===== src/rtl/pcsc_pkg.sv =====
`timescale 1ns / 1ps
`default_nettype none
// ----------------------------------------------------------------------------
// PNG chunk stream checker package
// Shared types, constants and per-byte helper functions.
// ----------------------------------------------------------------------------
package pcsc_pkg;

  // Reflected CRC-32 polynomial and the all-ones seed / final XOR
  localparam logic [31:0] CRC_POLY    = 32'hEDB8_8320;
  localparam logic [31:0] ALL_ONES    = 32'hFFFF_FFFF;

  // Upper-case chunk types recognized by the walker
  localparam logic [31:0] KIND_IHDR   = 32'h4948_4452;
  localparam logic [31:0] KIND_IEND   = 32'h4945_4E44;

  // Byte counts of the fixed fields
  localparam logic [31:0] SIG_BYTES   = 32'd8;
  localparam logic [31:0] FIELD_BYTES = 32'd4;
  localparam logic [31:0] DIM_BYTES   = 32'd4;

  // Parser phase
  typedef enum logic [2:0] {
    PH_SIG,
    PH_LEN,
    PH_TYPE,
    PH_DATA,
    PH_CRC,
    PH_DONE
  } phase_t;

  // Result status codes
  typedef enum logic [1:0] {
    ST_CHUNK = 2'd0,
    ST_IEND  = 2'd1,
    ST_TRUNC = 2'd2
  } status_t;

  // One input word
  typedef struct packed {
    logic [7:0] data_byte;
    logic       end_of_data;
  } item_t;

  // One result word
  typedef struct packed {
    status_t     status;
    logic [31:0] chunk_kind;
    logic [31:0] chunk_length;
    logic        crc_match;
    logic [31:0] total_bytes;
    logic [31:0] image_width;
    logic [31:0] image_height;
  } result_t;

  // One byte of the reflected CRC-32, eight bit steps
  function automatic logic [31:0] crc_byte(input logic [31:0] crc, input logic [7:0] b);
    logic [31:0] c;
    c = crc ^ {24'd0, b};
    for (int i = 0; i < 8; i++) begin
      c = c[0] ? ((c >> 1) ^ CRC_POLY) : (c >> 1);
    end
    return c;
  endfunction

  // Fold ASCII letters of each type byte to upper case
  function automatic logic [31:0] fold_kind(input logic [31:0] t);
    logic [31:0] r;
    logic [7:0]  b;
    r = '0;
    for (int i = 0; i < 4; i++) begin
      b = t[8*i +: 8];
      if (b >= 8'h61 && b <= 8'h7A) begin
        b = b - 8'h20;
      end
      r[8*i +: 8] = b;
    end
    return r;
  endfunction

endpackage
`default_nettype wire


===== src/rtl/pcsc_core.sv =====
`timescale 1ns / 1ps
`default_nettype none
// ----------------------------------------------------------------------------
// PNG chunk stream checker parser core
// Walks signature, length, type, data and CRC fields one byte per cycle when a byte is taken.
// ----------------------------------------------------------------------------
module pcsc_core
  import pcsc_pkg::*;
(
  input  wire logic   clk,
  input  wire logic   rst_n,
  input  wire item_t  item,
  input  wire logic   take,
  output logic        res_valid,
  output result_t     res
);

  phase_t      phase_r, phase_nxt;
  logic [31:0] cnt_r, cnt_nxt;
  logic [31:0] len_r, len_nxt, len_stp;
  logic [31:0] kind_r, kind_nxt, kind_stp;
  logic [31:0] crc_r, crc_nxt;
  logic [31:0] scrc_r, scrc_nxt, scrc_stp;
  logic [31:0] total_r, total_nxt;
  logic [31:0] width_r, width_nxt;
  logic [31:0] height_r, height_nxt;

  logic [7:0]  b;
  logic        last;
  logic        active;
  logic [31:0] cnt_inc;
  logic        sig_end, four_done, data_end;
  logic [31:0] kind_shift;
  logic [31:0] crc_upd;
  logic        is_ihdr, is_iend;
  logic        chunk_close;

  // Shared per-word terms
  assign b          = item.data_byte;
  assign last       = item.end_of_data;
  assign active     = take && (phase_r != PH_DONE);
  assign cnt_inc    = cnt_r + 32'd1;
  assign sig_end    = (cnt_inc == SIG_BYTES);
  assign four_done  = (cnt_inc == FIELD_BYTES);
  assign data_end   = (cnt_inc >= len_r);
  assign kind_shift = {kind_r[23:0], b};
  assign crc_upd    = crc_byte(crc_r, b);
  assign is_ihdr    = (fold_kind(kind_r) == KIND_IHDR);
  assign is_iend    = (fold_kind(kind_r) == KIND_IEND);
  assign chunk_close = active && (phase_r == PH_CRC) && four_done;

  // Next phase
  always_comb begin
    phase_nxt = phase_r;
    if (active) begin
      unique case (phase_r)
        PH_SIG:  if (sig_end) phase_nxt = PH_LEN;
        PH_LEN:  if (four_done) phase_nxt = PH_TYPE;
        PH_TYPE: if (four_done) phase_nxt = (len_r == 32'd0) ? PH_CRC : PH_DATA;
        PH_DATA: if (data_end) phase_nxt = PH_CRC;
        PH_CRC:  if (four_done) phase_nxt = is_iend ? PH_DONE : PH_LEN;
        default: phase_nxt = phase_r;
      endcase
      if (last) begin
        phase_nxt = PH_DONE;
      end
    end
  end

  // Field datapath
  always_comb begin
    cnt_nxt    = cnt_r;
    len_stp    = len_r;
    kind_stp   = kind_r;
    crc_nxt    = crc_r;
    scrc_stp   = scrc_r;
    total_nxt  = total_r;
    width_nxt  = width_r;
    height_nxt = height_r;
    if (active) begin
      if (total_r != ALL_ONES) begin
        total_nxt = total_r + 32'd1;
      end
      cnt_nxt = cnt_inc;
      case (phase_r)
        PH_SIG: begin
          if (sig_end) cnt_nxt = '0;
        end
        PH_LEN: begin
          len_stp = {len_r[23:0], b};
          if (four_done) begin
            cnt_nxt = '0;
            crc_nxt = ALL_ONES;
          end
        end
        PH_TYPE: begin
          kind_stp = kind_shift;
          crc_nxt  = crc_upd;
          if (four_done) begin
            cnt_nxt = '0;
            if (fold_kind(kind_shift) == KIND_IHDR) begin
              width_nxt  = '0;
              height_nxt = '0;
            end
          end
        end
        PH_DATA: begin
          crc_nxt = crc_upd;
          if (is_ihdr) begin
            if (cnt_r < DIM_BYTES) begin
              width_nxt = {width_r[23:0], b};
            end else if (cnt_r < (DIM_BYTES + DIM_BYTES)) begin
              height_nxt = {height_r[23:0], b};
            end
          end
          if (data_end) cnt_nxt = '0;
        end
        PH_CRC: begin
          scrc_stp = {scrc_r[23:0], b};
          if (four_done) cnt_nxt = '0;
        end
        default: ;
      endcase
    end
  end

  // Per-chunk fields clear once the stored CRC has closed the chunk
  always_comb begin
    len_nxt  = chunk_close ? '0 : len_stp;
    kind_nxt = chunk_close ? '0 : kind_stp;
    scrc_nxt = chunk_close ? '0 : scrc_stp;
  end

  // Result word
  always_comb begin
    res_valid        = active && (chunk_close || last);
    res.chunk_kind   = kind_stp;
    res.chunk_length = len_stp;
    res.total_bytes  = total_nxt;
    res.image_width  = width_nxt;
    res.image_height = height_nxt;
    if (chunk_close) begin
      res.status    = is_iend ? ST_IEND : (last ? ST_TRUNC : ST_CHUNK);
      res.crc_match = ((crc_r ^ ALL_ONES) == scrc_stp);
    end else begin
      res.status    = ST_TRUNC;
      res.crc_match = 1'b0;
    end
  end

  // State registers
  always_ff @(posedge clk) begin
    if (!rst_n) begin
      phase_r  <= PH_SIG;
      cnt_r    <= '0;
      len_r    <= '0;
      kind_r   <= '0;
      crc_r    <= ALL_ONES;
      scrc_r   <= '0;
      total_r  <= '0;
      width_r  <= '0;
      height_r <= '0;
    end else begin
      phase_r  <= phase_nxt;
      cnt_r    <= cnt_nxt;
      len_r    <= len_nxt;
      kind_r   <= kind_nxt;
      crc_r    <= crc_nxt;
      scrc_r   <= scrc_nxt;
      total_r  <= total_nxt;
      width_r  <= width_nxt;
      height_r <= height_nxt;
    end
  end

endmodule
`default_nettype wire


===== config.mk =====
export PLATFORM = sky130hd
export DESIGN_NAME = pcsc_core
export DESIGN_NICKNAME = d
export VERILOG_FILES = /design/src/rtl/pcsc_pkg.sv /design/src/rtl/pcsc_core.sv
export SDC_FILE = /design/constraint.sdc
export NUM_CORES = 1
export LEC_CHECK = 0
export BUFFER_PORTS_ARGS = -buffer_cell sky130_fd_sc_hd__buf_2
export CORE_UTILIZATION = 40
export DETAILED_ROUTE_END_ITERATION = 8
export HOLD_SLACK_MARGIN = 0.05
export PLACE_DENSITY_LB_ADDON = 0.25
export SLEW_MARGIN = 20
export SYNTH_ARGS = -nofsm -noshare
export SYNTH_HDL_FRONTEND = slang
export SYNTH_SLANG_ARGS = --single-unit

===== constraint.sdc =====
create_clock -name clk -period 4.8 [get_ports clk]
set_clock_uncertainty 0.15 [all_clocks]
set_input_delay 0.72 -clock clk [delete_from_list [all_inputs] [get_ports clk]]
set_output_delay 0.72 -clock clk [all_outputs]
set_load 0.005 [all_outputs]

==> impl_metrics.csv, run 1 <==
group,metric,value,unit
setup_path,critPathKind,"reg2out",
global_route,grt_max_degree,88,
global_route,overflow,0,
setup_path,cpPeakStageDelay,0.49,ns
logic_synthesis,synthMostInstantiatedCell,"dfxtp_1",
logic_synthesis,syn-num-nets,1633,
timing,period_needed,4.630,ns
cts,htree_levels,1,
logic_synthesis,netlist_top_cells_count,"259 x dfxtp_1, 148 x nand2_1, 99 x xnor2_1",
finish,fill_cells,3286,
logic_synthesis,synth.area.top_cells,"dfxtp_1 38%, xnor2_1 6.3%, a22o_1 6.2%",
timing,report.final.slew_viol_count,0,
logic_synthesis,yosysWarnings,0,
cts,cts.clk_slew.worst_paths,0.06,ns
logic_synthesis,synth_area,0.01381,mm^2
logic_synthesis,ys.flop_type,"dfxtp_1",
setup_path,setup.worst_path.start_class,"flop",
floorplan,std_cell_rows,67,
setup_path,cp_slowest_cell,"or3_4",
global_route,antenna_found_initial,0,
finish,regArea,0.005191,mm^2
cts,clock-root-buffer,"clkbuf_16",
setup_path,worstPathMaxFanout,17,
logic_synthesis,synth_edf_count,0,
floorplan,die_area,0.03527,mm^2
setup_path,worst_setup_path_end_kind,"output port",
detailed_routing,wl_per_cell,19.51,um
timing,slew_headroom,39.76,%
cts,cts-buffers-inserted,30,
timing,setup-violations-final,0,
cts,cts_tree,"done",
detailed_routing,routed_wirelength,43090,um
detailed_routing,vias_per_cell,5.567,
timing,fin_ws,0.1699,ns
floorplan,die_h,187.8,um
timing,fin_crit_sh,96.46,%
place,routabilityCongestion,0.9118,
place,hpwl,31180,um
finish,layout.cells.non_filler,2208,
timing,whs,0.3227,ns
floorplan,boundaryPins,176,
setup_path,reg2reg_slack,0.30,ns
global_route,grt_util_all_layers,23.49,%
finish,utilization,48.55,%
pwr,irDropWorstVdd,0.2732,mV
logic_synthesis,synth_top_area_share,37.54,%
global_route,grt_pass1_vias,11564,
timing,max_freq,216.0,MHz
min_path,hp-class,"reg2reg",
floorplan,start_util,40.88,%
place,io_buffers,175,
finish,antenna_cells,0,
finish,multiInputGateArea,0.008068,mm^2
detailed_routing,dr.pass1.iters,5,
flow_run,cap_violations,0,
setup_path,worst-path-buf-inv,4,
place,dp_cells,2146,
logic_synthesis,synth_top_area_cell,"dfxtp_1",
finish,nets,1792,
logic_synthesis,syn_area_per_cell,8.735,um^2
logic_synthesis,synth_cell_types,63,
cts,ctsHoldBuffers,0,
logic_synthesis,ys_ff_latch,259,
pwr,p_leak,6.659,nW
setup_path,arrival,3.76,ns
global_route,grt_pass1_wl,66240,um
pwr,power_density,287.9,mW/mm^2
finish,area_growth,18.77,%
place,dpl_worst_slack,0.02317,ns
setup_path,path_cells,"ha_2 -> and3_4 -> nand4_1 -> or3_4 -> mux2i_1 -> nor3_2 -> buf_4 -> nand4b_1 -> nor3_4 -> buf_6 -> o21ai_4 -> buf_12 -> a22o_1 -> buf_2",
floorplan,core_area,0.03378,mm^2
run_status,status,"finished clean",
detailed_routing,postRouteAntennaNets,0,
setup_path,crit_family,"simple AND/OR/NAND/NOR gates",
cts,clock_latency,0.57,ns
logic_synthesis,synthesis.instances,1581,
logic_synthesis,ys_seq_area_share,37.54,%
cts,clock-sinks,259,
setup_path,critical_path_required,3.93,ns
cts,clockBufferDepth,3,
detailed_routing,drtIter0Drc,923,
floorplan,die_x,187.8,um
timing,hold_viol,0,
finish,drive_gt1_share,20.17,%
detailed_routing,vias,12291,
timing,worst-slew-pin-transition,0.9036,ns
logic_synthesis,async_flop_share,0,%
detailed_routing,drc_errors,0,
==> timing repair <==
| action | 4_1_cts | 5_1_grt |
|---|---|---|
| gates cloned | 1 | 0 |
| setup endpoints to repair | 67 | 60 |
| pin swaps | 5 | 7 |
| buffers inserted | 5 | 4 |
| resized for setup | 9 | 16 |
==> worst reg2reg max path, stage by stage (launching register included) <==
cell and delay (ns):
dfxtp_4 0.39, ha_2 0.22, and3_4 0.25, nand4_1 0.24
buf_4 0.23, or2_2 0.30, nor2_1 0.14, xor2_1 0.11
ha_1 0.31, and4_1 0.23, nand2_1 0.08, or4_1 0.51
o21ai_1 0.20, and3_4 0.23, a21oi_2 0.08, buf_4 0.17
nor2_1 0.35, mux2i_1 0.22
==> state kept, by name (all words and copies together) (netlist names) <==
| name | cells |
|---|---|
| cnt_r | 32 |
| crc_r | 32 |
| height_r | 32 |
| kind_r | 32 |
| len_r | 32 |
| phase_r | 3 |
| scrc_r | 32 |
| total_r | 32 |
| width_r | 32 |
==> final timing paths <==
path | depth (start not counted) | startpoint | end
max reg2reg | 17 | cnt_r[0] | phase_r[1]
max | 14 | cnt_r[0] | res[27]
min | 2 | height_r[24] | height_r[24]
min reg2reg | 2 | height_r[24] | height_r[24]
==> layout by cell type (no fill, tap or decap), types with 5 or more instances in the layout <==
cell,instances
a32o_1,9
clkbuf_1,7
buf_4,63
clkbuf_16,30
nor3_1,24
mux2_2,26
mux2i_1,37
nand2_1,148
and3_1,16
nor4b_1,5
or4_1,9
nor2b_1,66
dfxtp_1,256
a22o_1,97
nor4_1,31
a2bb2oi_1,37
a21o_1,8
ha_1,39
clkbuf_8,5
xnor2_1,99
inv_1,58
buf_2,175
a21oi_1,31
nand4_1,40
xor2_1,69
and2_1,46
o221ai_1,5
o22ai_1,17
and4_1,6
or3_1,10
o21ai_0,61
o21a_1,7
nor2_1,76
a31oi_1,6
nand3_1,53
==> stage by stage <==
step           setup TNS [ns]  cell area (um^2)  power [mW]
6_report                    0             16400       4.722
5_1_grt              -0.04681             16400       4.879
4_1_cts                     0             16310       4.775
3_5_place_dp                0             15250       2.525
3_3_place_gp                0             15250       2.524
2_1_floorplan               0             13810       2.431
==> cells by family after synthesis <==
logic type | Yosys count | synth area share, %
mux | 63 | 4.802
xor+xnor | 170 | 10.89
buf+inv | 173 | 5.146
flops | 259 | 37.54
simple gates | 572 | 21.83
compound gates | 304 | 16.16
fa+ha+maj | 40 | 3.624
==> power breakdown <==
group          total [mW]  switching (mW)  leakage, nW  internal [mW]
sequential           2.17         0.00997         2.09           2.16
combinational       0.317           0.202         4.10          0.115
clock                2.24           0.909        0.469           1.33
==> layer usage <==
metal | wire [um] | part of all wire (%) | vias up | global-route usage (%)
met5 | 0 | 0 | - | 0
met2 | 20040 | 47 | 364 | 38.73
met1 | 19690 | 46 | 5928 | 31.86
met4 | 1146 | 2.7 | 0 | 6.535
li1 | - | - | 5937 | -
met3 | 2208 | 5.1 | 62 | 3.313
==> layout make-up <==
type | instances | share of cell area (%)
Clock buffer | 42 | 5.156
Timing Repair Buffer | 241 | 8.535
Inverter | 58 | 1.327
Multi-Input combinational cell | 1150 | 49.18
Clock inverter | 10 | 0.7323
Tap cell | 448 | 3.417
Sequential cell | 259 | 31.65
Power figures use the tool's default switching activity.
==> run 2, diff against run 1 <==
--- a/config.mk
+++ b/config.mk
@@ -10,6 +10,7 @@
 export DETAILED_ROUTE_END_ITERATION = 8
 export HOLD_SLACK_MARGIN = 0.05
 export PLACE_DENSITY_LB_ADDON = 0.25
+export RECOVER_POWER = 50
 export SLEW_MARGIN = 20
 export SYNTH_ARGS = -nofsm -noshare
 export SYNTH_HDL_FRONTEND = slang
==> impl_metrics.csv, run 2 (same netlist as run 1, synthesis figures left out) <==
group,metric,value,unit
run_status,status,"finished clean",
timing,max_freq,215.7,MHz
floorplan,boundaryPins,176,
finish,regArea,0.005191,mm^2
finish,final_cell_mix,"256 x dfxtp_1, 163 x buf_2, 148 x nand2_1",
timing,slew_headroom,25.04,%
cts,clock_latency,0.57,ns
setup_path,r2r_start,"cnt_r[0]",
detailed_routing,routed_wirelength,43140,um
floorplan,std_cell_rows,67,
cts,cts_tree,"done",
place,routabilityCongestion,0.9118,
pwr,irDropWorstVdd,0.2727,mV
global_route,antenna_found_initial,0,
global_route,grt_max_degree,88,
detailed_routing,vias,12262,
timing,fin_crit_sh,96.59,%
detailed_routing,wl_per_cell,19.54,um
floorplan,start_util,40.88,%
setup_path,worstPathMaxFanout,17,
cts,clock-root-buffer,"clkbuf_16",
cts,clockBufferDepth,3,
setup_path,worstRegToRegCells,17,
timing,worst-slew-pin-transition,1.124,ns
setup_path,r2r_end,"phase_r[1]",
setup_path,reg2reg_slack,0.30,ns
floorplan,die_h,187.8,um
min_path,hold_depth,2,
floorplan,die_area,0.03527,mm^2
min_path,worstHoldStart,"height_r[24]",
timing,setup-violations-final,0,
timing,report.final.slew_viol_count,0,
global_route,grt_util_all_layers,23.49,%
global_route,grt_pass1_vias,11564,
finish,area_growth,18.61,%
timing,period_needed,4.636,ns
cts,clock-sinks,259,
finish,final_common_cell,"dfxtp_1",
setup_path,critPathKind,"reg2out",
cts,cts-buffers-inserted,30,
finish,nets,1792,
detailed_routing,dr.pass1.iters,5,
finish,multiInputGateArea,0.008063,mm^2
setup_path,setup.worst_path.start_class,"flop",
floorplan,die_x,187.8,um
setup_path,worst_setup_path_end_kind,"output port",
min_path,min_to,"height_r[24]",
finish,layout.cells.non_filler,2208,
place,dp_cells,2146,
global_route,overflow,0,
timing,hold_viol,0,
flow_run,cap_violations,0,
detailed_routing,drtIter0Drc,943,
cts,ctsHoldBuffers,0,
finish,utilization,48.49,%
pwr,p_leak,6.583,nW
finish,drive_gt1_share,19.38,%
place,io_buffers,175,
finish,antenna_cells,0,
finish,fill_cells,3294,
cts,htree_levels,1,
global_route,grt_pass1_wl,66240,um
min_path,hp-class,"reg2reg",
setup_path,arrival,3.77,ns
timing,whs,0.3226,ns
detailed_routing,postRouteAntennaNets,0,
place,dpl_worst_slack,0.02317,ns
setup_path,critical_path_required,3.93,ns
place,hpwl,31180,um
floorplan,core_area,0.03378,mm^2
pwr,power_density,288.4,mW/mm^2
detailed_routing,vias_per_cell,5.553,
timing,fin_ws,0.1637,ns
detailed_routing,drc_errors,0,
cts,cts.clk_slew.worst_paths,0.06,ns
run 2: changes by cell type in the layout (fill, tap and decap cells not counted), sizes merged:
| cell | delta |
|---|---|
| buf | -13 |
| clkbuf | +13 |
run 2: worst max path at each step:
stage | cells after the start | slack (ns) | startpoint | endpoint
2_1_floorplan | 18 | 0.74 | cnt_r[11] | cnt_r[7]
3_3_place_gp | 11 | 0.07 | cnt_r[0] | res[27]
3_5_place_dp | 11 | 0.02 | cnt_r[0] | res[28]
4_1_cts | 11 | 0.01 | cnt_r[3] | res[16]
5_1_grt | 16 | -0.01 | cnt_r[0] | res[16]
6_report | 14 | 0.16 | cnt_r[0] | res[27]
run 2: where the power goes:
part | switching (mW) | internal [mW] | total (mW) | leakage [nW]
clock network | 0.911 | 1.33 | 2.24 | 0.469
logic | 0.203 | 0.114 | 0.317 | 4.02
registers | 0.00997 | 2.16 | 2.17 | 2.09
run 2: what timing repair did:
| item | CTS | global route |
|---|---|---|
| gates cloned | 1 | 0 |
| resized for setup | 9 | 16 |
| setup buffers | 5 | 4 |
| setup endpoints to repair | 67 | 60 |
| hold endpoints to repair | 0 | 0 |
| pin swaps | 5 | 7 |
run 2: metrics by stage:
| step | total power, mW | cell area, um^2 | TNS [ns] |
|---|---|---|---|
| 4_1_cts | 4.775 | 16310 | 0 |
| 3_3_place_gp | 2.524 | 15250 | 0 |
| 5_1_grt | 4.879 | 16380 | -0.04681 |
| 6_report | 4.724 | 16380 | 0 |
| 3_5_place_dp | 2.525 | 15250 | 0 |
| 2_1_floorplan | 2.431 | 13810 | 0 |
run 2: layout make-up:
type,instances,share of cell area [%]
multi-input cells,1150,49.22
flip-flops and latches,259,31.69
repair buffers,241,8.440
clock buffers,42,5.163
well taps,448,3.422
inverters,58,1.329
clock inverters,10,0.7333
run 2: layer usage:
metal | vias up | GRT usage, % | routed length [um]
li1 | 5926 | - | -
met4 | 0 | 6.535 | 1183
met2 | 379 | 38.73 | 19970
met1 | 5891 | 31.86 | 19640
met3 | 66 | 3.313 | 2343
met5 | - | 0 | 0
run 2: worst max-delay path: stages (launching register included):
cell,delay [ns]
dfxtp_4,0.39
ha_2,0.22
and3_4,0.25
nand4_1,0.23
or3_4,0.49
mux2i_1,0.14
nor3_2,0.17
buf_4,0.15
nand4b_1,0.21
nor3_4,0.19
buf_6,0.15
o21ai_4,0.07
buf_12,0.17
a22o_1,0.23
buf_2,0.13
